--- src/sv/pprm_pkg.sv ---
package pprm_pkg;

    // field widths
    localparam int OP_W       = 2;
    localparam int CAP_W      = 16;
    localparam int LOW_W      = 16;
    localparam int HIGH_W     = 17;
    localparam int RATE_W     = 24;
    localparam int AVG_W      = 17;
    localparam int SUM_W      = 20;
    localparam int WRAP_W     = 2;
    localparam int PERIOD_W   = 19;  // signed, covers -65535 .. 3*65536+65535
    localparam int CFG_IDX_W  = 2;
    localparam int CFG_DATA_W = 24;

    // divider sizes: widest dividend is the rate numerator, widest divisor the average
    localparam int DIV_DVD_W = RATE_W;
    localparam int DIV_DVS_W = AVG_W;

    localparam int NUM_PERIODS_DEF = 5;

    localparam logic [LOW_W-1:0]  LOW_LIMIT_RST  = LOW_W'(9000);
    localparam logic [HIGH_W-1:0] HIGH_LIMIT_RST = HIGH_W'(40960);
    localparam logic [RATE_W-1:0] RATE_NUM_RST   = RATE_W'(16384 * 600);

    localparam logic [WRAP_W-1:0] WRAP_MAX = '1;

    typedef enum logic [OP_W-1:0] {
        OP_START   = 2'd0,
        OP_WRAP    = 2'd1,
        OP_CAPTURE = 2'd2
    } t_op;

    typedef enum logic [CFG_IDX_W-1:0] {
        CFG_LOW_LIMIT  = 2'd0,
        CFG_HIGH_LIMIT = 2'd1,
        CFG_RATE_NUM   = 2'd2
    } t_cfg_reg;

    typedef enum logic [1:0] {
        ST_IDLE,
        ST_AVG,
        ST_RATE,
        ST_OUT
    } t_state;

    typedef struct packed {
        logic             fire;
        logic [SUM_W-1:0] sum_next;
    } t_acc_stat;

    typedef struct packed {
        logic busy;
        logic done;
    } t_div_stat;

endpackage

--- src/sv/pprm_in_if.sv ---
interface pprm_in_if import pprm_pkg::*; ();
    logic             valid;
    logic             ready;
    logic [OP_W-1:0]  operation;
    logic [CAP_W-1:0] capture_value;

    modport source (output valid, output operation, output capture_value, input ready);
    modport sink   (input valid, input operation, input capture_value, output ready);
endinterface

--- src/sv/pprm_out_if.sv ---
interface pprm_out_if import pprm_pkg::*; ();
    logic              valid;
    logic              ready;
    logic [AVG_W-1:0]  average_period;
    logic [RATE_W-1:0] pulse_rate_tenths;

    modport source (output valid, output average_period, output pulse_rate_tenths, input ready);
    modport sink   (input valid, input average_period, input pulse_rate_tenths, output ready);
endinterface

--- src/sv/pprm_acc.sv ---
module pprm_acc import pprm_pkg::*; #(
    parameter int NUM_PERIODS = NUM_PERIODS_DEF
) (
    input  logic              i_clk,
    input  logic              i_rst_n,
    input  logic              i_take,
    input  logic [OP_W-1:0]   i_op,
    input  logic [CAP_W-1:0]  i_cap,
    input  logic [LOW_W-1:0]  i_low,
    input  logic [HIGH_W-1:0] i_high,
    output t_acc_stat         o_stat
);

    localparam int CNT_W = (NUM_PERIODS > 1) ? $clog2(NUM_PERIODS) : 1;
    localparam logic [CNT_W-1:0] CNT_LAST = CNT_W'(NUM_PERIODS - 1);

    logic [CAP_W-1:0]  r_first, n_first;
    logic              r_have, n_have;
    logic [WRAP_W-1:0] r_wrap, n_wrap;
    logic [CNT_W-1:0]  r_count, n_count;
    logic [SUM_W-1:0]  r_sum, n_sum;
    logic              r_done, n_done;

    logic signed [PERIOD_W-1:0] period;
    logic                       in_range;
    logic [SUM_W-1:0]           sum_add;
    logic                       fire;

    // period = second - first + 65536 per wrap
    assign period = $signed({{(PERIOD_W-CAP_W){1'b0}}, i_cap})
                  - $signed({{(PERIOD_W-CAP_W){1'b0}}, r_first})
                  + $signed({1'b0, r_wrap, {CAP_W{1'b0}}});

    assign in_range = (period >= $signed({{(PERIOD_W-LOW_W){1'b0}}, i_low}))
                   && (period <= $signed({{(PERIOD_W-HIGH_W){1'b0}}, i_high}));

    assign sum_add = r_sum + {{(SUM_W-PERIOD_W){1'b0}}, unsigned'(period)};

    always_comb begin
        n_first = r_first;
        n_have  = r_have;
        n_wrap  = r_wrap;
        n_count = r_count;
        n_sum   = r_sum;
        n_done  = r_done;
        fire    = 1'b0;
        if (i_take) begin
            case (t_op'(i_op))
                OP_START: begin
                    n_have  = 1'b0;
                    n_wrap  = '0;
                    n_count = '0;
                    n_sum   = '0;
                    n_done  = 1'b0;
                end
                OP_WRAP: begin
                    if (!r_done && r_wrap != WRAP_MAX) begin
                        n_wrap = r_wrap + WRAP_W'(1);
                    end
                end
                OP_CAPTURE: begin
                    if (!r_done) begin
                        if (!r_have) begin
                            n_first = i_cap;
                            n_have  = 1'b1;
                            n_wrap  = '0;
                        end else begin
                            n_have = 1'b0;
                            if (in_range) begin
                                n_sum = sum_add;
                                if (r_count == CNT_LAST) begin
                                    n_count = '0;
                                    n_done  = 1'b1;
                                    fire    = 1'b1;
                                end else begin
                                    n_count = r_count + CNT_W'(1);
                                end
                            end
                        end
                    end
                end
                default: begin
                end
            endcase
        end
    end

    always_ff @(posedge i_clk) begin
        if (!i_rst_n) begin
            r_have  <= 1'b0;
            r_wrap  <= '0;
            r_count <= '0;
            r_done  <= 1'b1;
        end else begin
            r_have  <= n_have;
            r_wrap  <= n_wrap;
            r_count <= n_count;
            r_done  <= n_done;
        end
        r_first <= n_first;
        r_sum   <= n_sum;
    end

    assign o_stat.fire     = fire;
    assign o_stat.sum_next = sum_add;

endmodule

--- src/sv/pprm_div.sv ---
module pprm_div import pprm_pkg::*; #(
    parameter int DVD_W = DIV_DVD_W,
    parameter int DVS_W = DIV_DVS_W
) (
    input  logic             i_clk,
    input  logic             i_rst_n,
    input  logic             i_start,
    input  logic [DVD_W-1:0] i_dividend,
    input  logic [DVS_W-1:0] i_divisor,
    output t_div_stat        o_stat,
    output logic [DVD_W-1:0] o_quotient
);

    localparam int CNT_W = (DVD_W > 1) ? $clog2(DVD_W) : 1;
    localparam logic [CNT_W-1:0] CNT_LAST = CNT_W'(DVD_W - 1);

    logic             r_busy, n_busy;
    logic             r_done, n_done;
    logic [CNT_W-1:0] r_cnt, n_cnt;
    logic [DVS_W-1:0] r_rem, n_rem;
    logic [DVS_W-1:0] r_dvs, n_dvs;
    logic [DVD_W-1:0] r_quo, n_quo;

    logic [DVS_W:0] trial;
    logic [DVS_W:0] shifted;

    // restoring step: dividend bits leave at the top of r_quo, quotient bits enter at the bottom
    assign shifted = {r_rem, r_quo[DVD_W-1]};
    assign trial   = shifted - {1'b0, r_dvs};

    always_comb begin
        n_busy = r_busy;
        n_done = 1'b0;
        n_cnt  = r_cnt;
        n_rem  = r_rem;
        n_dvs  = r_dvs;
        n_quo  = r_quo;
        if (i_start) begin
            n_busy = 1'b1;
            n_cnt  = '0;
            n_rem  = '0;
            n_dvs  = i_divisor;
            n_quo  = i_dividend;
        end else if (r_busy) begin
            // a zero divisor is forced through every trial, giving an all-ones quotient
            if (!trial[DVS_W] || r_dvs == '0) begin
                n_rem = trial[DVS_W-1:0];
                n_quo = {r_quo[DVD_W-2:0], 1'b1};
            end else begin
                n_rem = shifted[DVS_W-1:0];
                n_quo = {r_quo[DVD_W-2:0], 1'b0};
            end
            n_cnt = r_cnt + CNT_W'(1);
            if (r_cnt == CNT_LAST) begin
                n_busy = 1'b0;
                n_done = 1'b1;
            end
        end
    end

    always_ff @(posedge i_clk) begin
        if (!i_rst_n) begin
            r_busy <= 1'b0;
            r_done <= 1'b0;
        end else begin
            r_busy <= n_busy;
            r_done <= n_done;
        end
        r_cnt <= n_cnt;
        r_rem <= n_rem;
        r_dvs <= n_dvs;
        r_quo <= n_quo;
    end

    assign o_stat.busy = r_busy;
    assign o_stat.done = r_done;
    assign o_quotient  = r_quo;

endmodule

--- src/sv/pulse_period_rate_meter.sv ---
// Pulse period rate meter. Input words are timer events: start, 16-bit counter wrap, or a
// rising-edge capture with its timer value. Captures pair up without overlap; each period is
// the second capture minus the first plus 65536 per wrap seen in between (wrap count saturates
// at 3). Periods within [low_limit, high_limit] are summed; after NUM_PERIODS of them the
// block emits one output word with the truncated average period and the rate in tenths per
// minute (rate_numerator / average, all ones when the average is zero), then ignores wraps and
// captures until the next start. Timing: the input is ready whenever the sequencer is idle. The
// word that completes a measurement starts the bit-serial restoring divider, which runs twice,
// one quotient bit per cycle (average, then rate); the input is held off while it runs, and
// longer if the previous output word has not yet been taken by the sink. The output word sits
// in its own register, so the final result may wait for the sink while new words are already
// accepted. Configuration writes are taken at any cycle, but are meant to happen only while the
// block is idle.
module pulse_period_rate_meter import pprm_pkg::*; #(
    parameter int NUM_PERIODS = NUM_PERIODS_DEF
) (
    input  logic                  i_clk,
    input  logic                  i_rst_n,
    pprm_in_if.sink               i_in,
    pprm_out_if.source            o_out,
    input  logic                  i_cfg_we,
    input  logic [CFG_IDX_W-1:0]  i_cfg_idx,
    input  logic [CFG_DATA_W-1:0] i_cfg_data
);

    // configuration registers
    logic [LOW_W-1:0]  r_low_limit;
    logic [HIGH_W-1:0] r_high_limit;
    logic [RATE_W-1:0] r_rate_num;

    // sequencer
    t_state r_state, n_state;

    // output word register
    logic              r_out_valid, n_out_valid;
    logic [AVG_W-1:0]  r_out_avg, n_out_avg;
    logic [RATE_W-1:0] r_out_rate, n_out_rate;

    // average held while the rate division runs
    logic [AVG_W-1:0]  r_avg, n_avg;

    t_acc_stat          acc_stat;
    t_div_stat          div_stat;
    logic               take;
    logic               div_start;
    logic [DIV_DVD_W-1:0] div_dividend;
    logic [DIV_DVS_W-1:0] div_divisor;
    logic [DIV_DVD_W-1:0] div_q;

    // words are taken only while the sequencer is idle, not while a result is computed or waits to be loaded
    assign i_in.ready = (r_state == ST_IDLE);
    assign take       = i_in.valid && i_in.ready;

    always_ff @(posedge i_clk) begin
        if (!i_rst_n) begin
            r_low_limit  <= LOW_LIMIT_RST;
            r_high_limit <= HIGH_LIMIT_RST;
            r_rate_num   <= RATE_NUM_RST;
        end else if (i_cfg_we) begin
            case (t_cfg_reg'(i_cfg_idx))
                CFG_LOW_LIMIT:  r_low_limit  <= i_cfg_data[LOW_W-1:0];
                CFG_HIGH_LIMIT: r_high_limit <= i_cfg_data[HIGH_W-1:0];
                CFG_RATE_NUM:   r_rate_num   <= i_cfg_data[RATE_W-1:0];
                default: begin
                end
            endcase
        end
    end

    pprm_acc #(
        .NUM_PERIODS (NUM_PERIODS)
    ) u_acc (
        .i_clk   (i_clk),
        .i_rst_n (i_rst_n),
        .i_take  (take),
        .i_op    (i_in.operation),
        .i_cap   (i_in.capture_value),
        .i_low   (r_low_limit),
        .i_high  (r_high_limit),
        .o_stat  (acc_stat)
    );

    // first pass divides the sum by the period count, second the numerator by the average
    assign div_dividend = (r_state == ST_IDLE)
                        ? {{(DIV_DVD_W-SUM_W){1'b0}}, acc_stat.sum_next}
                        : r_rate_num;
    assign div_divisor  = (r_state == ST_IDLE) ? DIV_DVS_W'(NUM_PERIODS)
                                               : div_q[AVG_W-1:0];

    pprm_div #(
        .DVD_W (DIV_DVD_W),
        .DVS_W (DIV_DVS_W)
    ) u_div (
        .i_clk      (i_clk),
        .i_rst_n    (i_rst_n),
        .i_start    (div_start),
        .i_dividend (div_dividend),
        .i_divisor  (div_divisor),
        .o_stat     (div_stat),
        .o_quotient (div_q)
    );

    always_comb begin
        n_state     = r_state;
        n_avg       = r_avg;
        n_out_avg   = r_out_avg;
        n_out_rate  = r_out_rate;
        n_out_valid = r_out_valid && !o_out.ready;
        div_start   = 1'b0;
        case (r_state)
            ST_IDLE: begin
                if (acc_stat.fire) begin
                    div_start = 1'b1;
                    n_state   = ST_AVG;
                end
            end
            ST_AVG: begin
                if (div_stat.done) begin
                    // average is the low 17 bits of the quotient
                    n_avg     = div_q[AVG_W-1:0];
                    div_start = 1'b1;
                    n_state   = ST_RATE;
                end
            end
            ST_RATE: begin
                if (div_stat.done) begin
                    n_state = ST_OUT;
                end
            end
            ST_OUT: begin
                // load once the previous word has left
                if (!r_out_valid || o_out.ready) begin
                    n_out_valid = 1'b1;
                    n_out_avg   = r_avg;
                    n_out_rate  = div_q[RATE_W-1:0];
                    n_state     = ST_IDLE;
                end
            end
            default: begin
                n_state = ST_IDLE;
            end
        endcase
    end

    always_ff @(posedge i_clk) begin
        if (!i_rst_n) begin
            r_state     <= ST_IDLE;
            r_out_valid <= 1'b0;
        end else begin
            r_state     <= n_state;
            r_out_valid <= n_out_valid;
        end
        r_avg      <= n_avg;
        r_out_avg  <= n_out_avg;
        r_out_rate <= n_out_rate;
    end

    assign o_out.valid             = r_out_valid;
    assign o_out.average_period    = r_out_avg;
    assign o_out.pulse_rate_tenths = r_out_rate;

    // divider is never restarted while a pass is still running
    a_div_start_free: assert property (@(posedge i_clk) disable iff (!i_rst_n)
        div_start |-> !div_stat.busy)
        else $error("divider started while busy");

    // a completed measurement can only come from a word taken in idle
    a_fire_in_idle: assert property (@(posedge i_clk) disable iff (!i_rst_n)
        acc_stat.fire |-> (take && r_state == ST_IDLE))
        else $error("measurement completed outside idle");

    // input stays held off while the divider runs
    a_no_take_busy: assert property (@(posedge i_clk) disable iff (!i_rst_n)
        div_stat.busy |-> !i_in.ready)
        else $error("input accepted during division");

    // a new output word appears only from the output state
    a_out_from_seq: assert property (@(posedge i_clk) disable iff (!i_rst_n)
        $rose(r_out_valid) |-> $past(r_state == ST_OUT))
        else $error("output word loaded outside output state");

endmodule
--- src/flat_wrapper.sv ---
// flat-port wrapper written by rule: the top's interface ports become plain ports
module pulse_period_rate_meter_flat import pprm_pkg::*;
#(
    parameter int NUM_PERIODS = NUM_PERIODS_DEF
)
  (i_clk, i_rst_n, i_cfg_we, i_cfg_idx, i_cfg_data, i_in_valid, i_in_operation, i_in_capture_value, i_in_ready, o_out_valid, o_out_average_period, o_out_pulse_rate_tenths, o_out_ready);
  pprm_in_if i_in_i ();
  pprm_out_if o_out_i ();
  input  logic i_clk;
  input  logic i_rst_n;
  input  logic i_cfg_we;
  input  logic [CFG_IDX_W-1:0] i_cfg_idx;
  input  logic [CFG_DATA_W-1:0] i_cfg_data;
  input wire logic [$bits(i_in_i.valid)-1:0] i_in_valid;
  input wire logic [$bits(i_in_i.operation)-1:0] i_in_operation;
  input wire logic [$bits(i_in_i.capture_value)-1:0] i_in_capture_value;
  output wire logic [$bits(i_in_i.ready)-1:0] i_in_ready;
  output wire logic [$bits(o_out_i.valid)-1:0] o_out_valid;
  output wire logic [$bits(o_out_i.average_period)-1:0] o_out_average_period;
  output wire logic [$bits(o_out_i.pulse_rate_tenths)-1:0] o_out_pulse_rate_tenths;
  input wire logic [$bits(o_out_i.ready)-1:0] o_out_ready;
  assign i_in_i.valid = i_in_valid;
  assign i_in_i.operation = i_in_operation;
  assign i_in_i.capture_value = i_in_capture_value;
  assign i_in_ready = i_in_i.ready;
  assign o_out_valid = o_out_i.valid;
  assign o_out_average_period = o_out_i.average_period;
  assign o_out_pulse_rate_tenths = o_out_i.pulse_rate_tenths;
  assign o_out_i.ready = o_out_ready;
  pulse_period_rate_meter #(.NUM_PERIODS(NUM_PERIODS)) u_core (.i_clk(i_clk), .i_rst_n(i_rst_n), .i_in(i_in_i), .o_out(o_out_i), .i_cfg_we(i_cfg_we), .i_cfg_idx(i_cfg_idx), .i_cfg_data(i_cfg_data));
endmodule
--- config.mk ---
export PLATFORM = sky130hd
export DESIGN_NAME = pulse_period_rate_meter_flat
export DESIGN_NICKNAME = d
export VERILOG_FILES = /design/src/sv/pprm_pkg.sv /design/src/sv/pprm_in_if.sv /design/src/sv/pprm_out_if.sv /design/src/sv/pprm_acc.sv /design/src/sv/pprm_div.sv /design/src/sv/pulse_period_rate_meter.sv /design/src/flat_wrapper.sv
export SDC_FILE = /design/constraint.sdc
export NUM_CORES = 1
export LEC_CHECK = 0
export ABC_AREA = 1
export BUFFER_PORTS_ARGS = -buffer_cell sky130_fd_sc_hd__buf_4
export CORE_ASPECT_RATIO = 0.8
export CORE_MARGIN = 5
export CORE_UTILIZATION = 59
export CTS_CLUSTER_SIZE = 25
export DETAILED_ROUTE_END_ITERATION = 12
export GPL_TIMING_DRIVEN = 0
export HOLD_SLACK_MARGIN = 0.02
export PLACE_DENSITY = 0.79
export RECOVER_POWER = 100
export SETUP_SLACK_MARGIN = 0.02
export SLEW_MARGIN = 10
export SYNTH_ARGS = -nofsm -noshare
export SYNTH_HDL_FRONTEND = slang
export SYNTH_SLANG_ARGS = --single-unit
--- constraint.sdc ---
create_clock -name i_clk -period 10.33 [get_ports i_clk]
set_input_delay 2.066 -clock i_clk [delete_from_list [all_inputs] [get_ports i_clk]]
set_output_delay 2.066 -clock i_clk [all_outputs]
set_load 0.05 [all_outputs]
==> impl_metrics.py, run 1 <==
metrics = {
    "route": {
        "drt_wl_total_um": 30240,
        "drt_drc_violations_left": 0,
        "routed_wire_length_per_instance_um": 17.70,
        "vias_per_cell": 5.538,
        "drt_pass1_iterations": 5,
        "route.vias.total": 9464,
        "drtAntennaViolNets": 0,
        "detail_route.iter0.violations": 884,
    },
    "grt": {
        "grt_max_degree": 27,
        "global_route.overflow_total": 0,
        "antenna_violations_before_repair": 0,
        "grt_pass1_wl_um": 47730,
        "vias_in_the_first_global_route": 9097,
        "grt_usage_pct": 26.05,
    },
    "power_and_ir_drop": {
        "power.density_cell_area_mw_per_mm2": 184.1,
        "leakagePower_uw": 0.005701,
        "vdd_ir_drop_max_mv": 0.1145,
    },
    "sta": {
        "highest_attainable_clock_frequency_mhz": 121.8,
        "least_setup_slack_across_all_paths_after_layout_ps": 2121,
        "timing.final.crit_period_ps": 8209,
        "final-max-slew-violation-count": 18,
        "min_period_over_period_pct": 79.47,
        "fin_worst_skew_ps": 18.83,
        "max_slew.worst_pin.slew_ps": 1605,
        "maxSlewHeadroom_pct": -7.027,
        "rsz0062_at_grt": "no",
        "final-hold-violation-count": 0,
        "fin_setup_tns_ps": 0,
        "report.final.setup_viol": 0,
    },
    "clock_network": {
        "clock_sinks": 226,
        "cts-hold-fix-buffers": 0,
        "clock_pin_slew_on_the_worst_setup_and_hold_paths_ps": 70,
        "tritoncts": "done",
        "clk_latency_ps": 530,
        "cts_resized": 0,
        "total_clock_buffers_created_by_cts": 23,
        "cts.path.max_buffers": 3,
        "cts_post_setup_buffers_inserted": 0,
        "root_buffer_cell": "sky130_fd_sc_hd__clkbuf_16",
        "htree_levels": 1,
    },
    "synthesis": {
        "synth-async-reset-ratio_pct": 0,
        "synth_enable_flop_cells": 135,
        "synthTopCellsByArea": "sky130_fd_sc_hd__edfxtp_1, sky130_fd_sc_hd__dfxtp_1, sky130_fd_sc_hd__ha_1, sky130_fd_sc_hd__nand2_1, sky130_fd_sc_hd__inv_1",
        "yosysSeqAreaShare_pct": 49.35,
        "synth_cells": 1311,
        "ys_seq_elements": 226,
        "synth_top_cell_by_area": "sky130_fd_sc_hd__edfxtp_1",
        "synthTopCellsByCount": "sky130_fd_sc_hd__nand2_1, sky130_fd_sc_hd__inv_1, sky130_fd_sc_hd__edfxtp_1",
        "synth_top_flop_cell": "sky130_fd_sc_hd__edfxtp_1",
        "yosysWarnings": 0,
        "synth_cell_type_count": 46,
        "synth.cell_area_mm2": 0.01191,
        "netlist.area_leader.share_pct": 34.05,
        "syn_area_per_cell_um2": 9.082,
        "syn-num-nets": 1458,
        "synthMostInstantiatedCell": "sky130_fd_sc_hd__nand2_1",
    },
    "worst_setup_path": {
        "cp_cell_sequence": "clkbuf_4 > inv_1 > ha_1 > fa_1 > nor4_1 > nor2_2 > o21ai_0 > a21oi_1 > o21ai_0 > xor2_1 > ha_1 > inv_1 > nor3_1 > nand4_1 > nand2_1 > nand2_1 > nor2_1 > nand4_1 > nand2_1 > clkbuf_1 > nor2_1",
        "crit_type": "input port to register",
        "cp.depth": 21,
        "top_delay_family_on_crit_path": "simple AND/OR/NAND/NOR gates",
        "critical_path.endpoint_type": "register",
        "worst_r2r_path_depth": 19,
        "worst_path_max_delay_cell": "sky130_fd_sc_hd__clkbuf_1",
        "reg2reg_from": "u_core.u_acc.r_first[0]$_DFFE_PP_",
        "cpPeakStageDelay_ps": 1070,
        "timing.critical_path.arrival_ps": 8530,
        "path_buf_inv": 4,
        "startpoint_type": "input port",
        "reg2reg_slack_ps": 3430,
        "worst_setup_startpoint": "i_in_capture_value[0]",
        "crit_path_frequent_cell": "sky130_fd_sc_hd__nand2_1",
        "timing.critical_path.required_ps": 10650,
        "setup.worst_path.end": "u_core.u_div.r_done$_SDFF_PP0_",
        "path_max_fanout": 26,
        "worst_r2r_endpoint": "u_core.u_div.r_done$_SDFF_PP0_",
    },
    "worst_hold_path": {
        "min_path_type": "register to register",
    },
    "outcome": {
        "status": "finished with violations",
        "violations": "max-capacitance violations, max-slew violations",
    },
    "die": {
        "floorplan.die_area_mm2": 0.02314,
        "design.core.area_mm2": 0.01986,
        "initial_utilization_pct": 59.96,
        "die_y_um": 137.1,
        "design.portCount": 92,
        "fp-row-count": 46,
        "chip_width_um": 168.8,
    },
    "finish": {
        "nFillCells": 1682,
        "drive_above_1_share_pct": 5.467,
        "area_growth_pct": 12.25,
        "nets": 1575,
        "count_of_antenna_diodes_in_the_layout": 0,
    },
    "placed_design": {
        "portBuffers": 90,
        "placement.setup.worst_slack_ps": 3031,
        "dp_hpwl_um": 22530,
        "place.gp.congestion": 0.9668,
    },
    "flow_run": {
        "drv.max_cap_violation_count": 1,
    },
}
## flip-flops by register name (all words and copies together) (netlist names), 5 cells and up
name                            flops
u_core.u_acc.r_sum                 20
u_core.r_rate_num                  24
u_core.r_high_limit                17
u_core.u_acc.r_first               16
u_core.u_div.o_quotient            24
u_core.u_div.r_cnt                  5
u_core.u_div.r_dvs                 17
u_core.r_avg                       17
u_core.o_out.pulse_rate_tenths     24
u_core.u_div.r_rem                 17
u_core.r_low_limit                 16
u_core.o_out.average_period        17
## kinds of logic after synthesis
group / after synthesis / share of synthesized area, %
buf+inv: 219 / 7.303
simple gates: 426 / 15.30
flops: 226 / 49.35
xor+xnor: 47 / 3.457
fa+ha+maj: 98 / 10.55
compound gates: 295 / 14.04
## layout by cell type, fill, tap and decap left out, types with 27 or more instances in the layout
cell type                  Yosys  final
sky130_fd_sc_hd__a21oi_1     121    121
sky130_fd_sc_hd__dfxtp_1      91     91
sky130_fd_sc_hd__clkbuf_1     29     96
sky130_fd_sc_hd__nand2_1     218    220
sky130_fd_sc_hd__o21ai_0     105    120
sky130_fd_sc_hd__ha_1         94     94
sky130_fd_sc_hd__inv_1       179    179
sky130_fd_sc_hd__nand3_1      42     42
sky130_fd_sc_hd__buf_4         2     27
sky130_fd_sc_hd__edfxtp_1    135    135
sky130_fd_sc_hd__nor2_1      114    114
## area by class of cell
type | instances | area [µm²] | area share (%)
Clock buffer | 26 | 586.8 | 4.391
Multi-Input combinational cell | 866 | 5056 | 37.83
Clock inverter | 16 | 212.7 | 1.591
Timing Repair Buffer | 92 | 473.0 | 3.539
Tap cell | 264 | 330.3 | 2.471
Sequential cell | 226 | 5876 | 43.96
Buffer | 38 | 151.4 | 1.133
Inverter | 181 | 679.4 | 5.083
## worst register-to-register path, stage by stage (launching register included)
cell	delay, ps
sky130_fd_sc_hd__edfxtp_1	380
sky130_fd_sc_hd__ha_1	220
sky130_fd_sc_hd__fa_1	430
sky130_fd_sc_hd__nor4_1	430
sky130_fd_sc_hd__nor2_2	100
sky130_fd_sc_hd__o21ai_0	780
sky130_fd_sc_hd__a21oi_1	230
sky130_fd_sc_hd__o21ai_0	260
sky130_fd_sc_hd__xor2_1	340
sky130_fd_sc_hd__ha_1	200
sky130_fd_sc_hd__inv_1	50
sky130_fd_sc_hd__nor3_1	360
sky130_fd_sc_hd__nand4_1	270
sky130_fd_sc_hd__nand2_1	150
sky130_fd_sc_hd__nand2_1	60
sky130_fd_sc_hd__nor2_1	180
sky130_fd_sc_hd__nand4_1	430
sky130_fd_sc_hd__nand2_1	480
sky130_fd_sc_hd__clkbuf_1	1070
sky130_fd_sc_hd__nor2_1	270
## routing by layer
metal	part of all wire [%]	up-vias	GRT usage, %
li1	-	4668	-
met5	0	-	0
met2	43	344	39.87
met1	47	4408	39.67
met4	1.8	0	5.813
met3	8.2	44	3.494
## stage by stage
stage | instances | total power [µW] | util (%) | instance area (µm²) | hold WS [ps]
final | 1709 | 2461 | 67.31 | 13370 | 411.0
after global routing | 1709 | 2580 | 67.31 | 13370 | 427.9
after CTS | 1709 | 2477 | 69.30 | 13760 | 417.5
after detailed placement | 1667 | 1586 | 65.27 | 12960 | 404.5
after global placement | 1665 | 1573 | 65.03 | 12910 | 401.7
after floorplan | 1311 | 1421 | - | 11910 | 400.3
## report_power, final
group	internal, µW	leakage, µW	total (µW)	switching (µW)
clock network	535	0.000392	892	357
logic	182	0.00334	562	380
registers	992	0.00197	1010	14.7
## worst min-delay path by stage
stage / from / end / slack [ps] / depth (start not counted)
floorplan: u_core.r_avg[0]$_DFFE_PP_ / u_core.o_out.average_period[0]$_DFFE_PP_ / 400 / 0
global placement: u_core.r_avg[12]$_DFFE_PP_ / u_core.o_out.average_period[12]$_DFFE_PP_ / 400 / 0
detailed placement: u_core.r_avg[4]$_DFFE_PP_ / u_core.o_out.average_period[4]$_DFFE_PP_ / 400 / 0
CTS: u_core.r_avg[6]$_DFFE_PP_ / u_core.o_out.average_period[6]$_DFFE_PP_ / 420 / 0
global route: u_core.r_avg[8]$_DFFE_PP_ / u_core.o_out.average_period[8]$_DFFE_PP_ / 430 / 0
finish: u_core.r_avg[6]$_DFFE_PP_ / u_core.o_out.average_period[6]$_DFFE_PP_ / 410 / 0
(Power assumes the default switching activity.)
==> run 2, diff against run 1 <==
Clock period 10.33 ns to 8.3 ns, I/O delays scaled along.
==> impl_metrics.py, run 2 (synthesis gave the netlist of run 1 again) <==
metrics = {
    "finish": {
        "drive_above_1_share_pct": 5.813,
        "finish.cell_count_without_fillers": 1709,
        "count_of_antenna_diodes_in_the_layout": 0,
        "mostFrequentLayoutCell": "sky130_fd_sc_hd__nand2_1",
        "multiInputGateArea_mm2": 0.005065,
        "nFillCells": 1676,
        "mostFrequentLayoutCells": "sky130_fd_sc_hd__nand2_1, sky130_fd_sc_hd__inv_1, sky130_fd_sc_hd__edfxtp_1",
        "ff_latch_area_mm2": 0.005876,
        "area_growth_pct": 12.55,
        "nets": 1575,
    },
    "power_and_ir_drop": {
        "net-switching-power_uw": 936.4,
        "leakagePower_uw": 0.005726,
        "power.density_cell_area_mw_per_mm2": 228.7,
        "p_sw_share_pct": 30.56,
        "vdd_ir_drop_max_mv": 0.1425,
        "seq_power_share_pct": 40.9,
        "power.clock.fraction_pct": 36.2,
        "power.internal_uw": 2128,
        "p_comb_share_pct": 22.9,
    },
    "worst_setup_path": {
        "setup.worst_path.end": "u_core.u_div.o_quotient[5]$_DFFE_PP_",
        "worst_r2r_endpoint": "u_core.u_div.o_quotient[5]$_DFFE_PP_",
        "reg2reg_from": "u_core.u_acc.r_first[0]$_DFFE_PP_",
        "path_max_fanout": 10,
        "timing.critical_path.arrival_ps": 7510,
        "startpoint_type": "input port",
        "timing.critical_path.required_ps": 8660,
        "critical_path.endpoint_type": "register",
        "worst_setup_startpoint": "i_in_capture_value[0]",
        "reg2reg_slack_ps": 2050,
        "worst_r2r_path_depth": 20,
        "crit_type": "input port to register",
    },
    "worst_hold_path": {
        "min_from": "u_core.r_avg[6]$_DFFE_PP_",
        "min_path_type": "register to register",
    },
    "sta": {
        "final-hold-violation-count": 0,
        "highest_attainable_clock_frequency_mhz": 139.8,
        "rsz0062_at_grt": "no",
        "max_slew.worst_pin.slew_ps": 1568,
        "final-max-slew-violation-count": 18,
        "fin_setup_tns_ps": 0,
        "min_period_over_period_pct": 86.17,
        "fin_worst_skew_ps": 19.18,
        "timing.final.crit_period_ps": 7152,
        "report.final.setup_viol": 0,
        "maxSlewHeadroom_pct": -4.542,
    },
    "die": {
        "die_y_um": 137.1,
        "floorplan.die_area_mm2": 0.02314,
        "chip_width_um": 168.8,
        "fp-row-count": 46,
        "initial_utilization_pct": 59.96,
        "design.portCount": 92,
        "design.core.area_mm2": 0.01986,
    },
    "clock_network": {
        "tritoncts": "done",
        "cts.path.max_buffers": 3,
        "clock_pin_slew_on_the_worst_setup_and_hold_paths_ps": 70,
        "cts_post_setup_buffers_inserted": 0,
        "clock_sinks": 226,
        "cts_resized": 0,
        "clk_latency_ps": 530,
        "cts-hold-fix-buffers": 0,
        "root_buffer_cell": "sky130_fd_sc_hd__clkbuf_16",
        "total_clock_buffers_created_by_cts": 23,
        "htree_levels": 1,
    },
    "placed_design": {
        "place.gp.congestion": 0.9668,
        "placed_cells_incl_taps": 1667,
        "dp_hpwl_um": 22530,
        "portBuffers": 90,
    },
    "route": {
        "routed_wire_length_per_instance_um": 17.72,
        "drt_pass1_iterations": 5,
        "vias_per_cell": 5.549,
        "drt_wl_total_um": 30290,
        "drt_drc_violations_left": 0,
        "drtAntennaViolNets": 0,
        "detail_route.iter0.violations": 861,
        "route.vias.total": 9483,
    },
    "outcome": {
        "violations": "max-capacitance violations, max-slew violations",
        "status": "finished with violations",
    },
    "flow_run": {
        "drv.max_cap_violation_count": 1,
    },
    "grt": {
        "vias_in_the_first_global_route": 9097,
        "global_route.overflow_total": 0,
        "grt_usage_pct": 26.05,
        "grt_pass1_wl_um": 47730,
        "antenna_violations_before_repair": 0,
        "grt_max_degree": 27,
    },
}
[run 2: cell types whose count changed in the layout (fill, tap and decap cells not counted), sizes merged]
cell    change
buf         +3
clkbuf      -3
[run 2: power groups by stage]
stage	Sequential, µW	Combinational, µW	Clock (µW)
global route	1260	779	1170
detailed placement	1280	697	0
floorplan	1290	478	0
CTS	1250	706	1120
global placement	1280	682	0
finish	1250	701	1110
[run 2: how the worst min path moves through the flow]
stage / slack [ps] / endpoint / depth (start not counted)
after global placement: 400 / u_core.o_out.average_period[12]$_DFFE_PP_ / 0
after CTS: 420 / u_core.o_out.average_period[6]$_DFFE_PP_ / 0
final: 410 / u_core.o_out.average_period[6]$_DFFE_PP_ / 0
after global routing: 430 / u_core.o_out.average_period[8]$_DFFE_PP_ / 0
after detailed placement: 400 / u_core.o_out.average_period[4]$_DFFE_PP_ / 0
after floorplan: 400 / u_core.o_out.average_period[0]$_DFFE_PP_ / 0
[run 2: per-layer routing]
| metal | share of wire [%] | GRT usage (%) | up-vias | routed length, µm |
|---|---|---|---|---|
| met5 | 0 | 0 | - | 0 |
| li1 | - | - | 4670 | - |
| met2 | 43 | 39.87 | 375 | 12930 |
| met1 | 47 | 39.67 | 4390 | 14190 |
| met3 | 8.6 | 3.494 | 48 | 2591 |
| met4 | 1.9 | 5.813 | 0 | 576 |
[run 2: cell type report]
| type | count | area share, % |
|---|---|---|
| Multi-Input combinational cell | 866 | 37.80 |
| Clock buffer | 26 | 4.379 |
| Sequential cell | 226 | 43.85 |
| Inverter | 181 | 5.070 |
| Buffer | 38 | 1.326 |
| Clock inverter | 16 | 1.587 |
| Timing Repair Buffer | 92 | 3.529 |
| Tap cell | 264 | 2.465 |
[run 2: worst max-delay path, cell delays in order]
cell                       delay, ps
sky130_fd_sc_hd__clkbuf_4        110
sky130_fd_sc_hd__inv_1            40
sky130_fd_sc_hd__ha_1            210
sky130_fd_sc_hd__fa_1            430
sky130_fd_sc_hd__nor4_1          430
sky130_fd_sc_hd__nor2_2          100
sky130_fd_sc_hd__o21ai_0         780
sky130_fd_sc_hd__a21oi_1         230
sky130_fd_sc_hd__o21ai_0         260
sky130_fd_sc_hd__xor2_1          340
sky130_fd_sc_hd__ha_1            200
sky130_fd_sc_hd__inv_1            50
sky130_fd_sc_hd__nor3_1          350
sky130_fd_sc_hd__nand4_1         270
sky130_fd_sc_hd__nand2_1         140
sky130_fd_sc_hd__nand2_1          60
sky130_fd_sc_hd__nor2_1          180
sky130_fd_sc_hd__nand4_1         440
sky130_fd_sc_hd__nand2_1         530
sky130_fd_sc_hd__clkbuf_1        420
sky130_fd_sc_hd__nand2_1         130
sky130_fd_sc_hd__o21ai_0         110
[run 2: per-stage QoR]
step	util, %	setup slack [ps]	total power (µW)	area (µm²)	hold slack (ps)
finish	67.49	1148	3064	13400	411.0
global route	67.49	754.1	3211	13400	427.9
CTS	69.30	1924	3083	13760	417.5
detailed placement	65.27	1407	1974	12960	404.5
global placement	65.03	1436	1958	12910	401.7
floorplan	-	2672	1769	11910	400.3
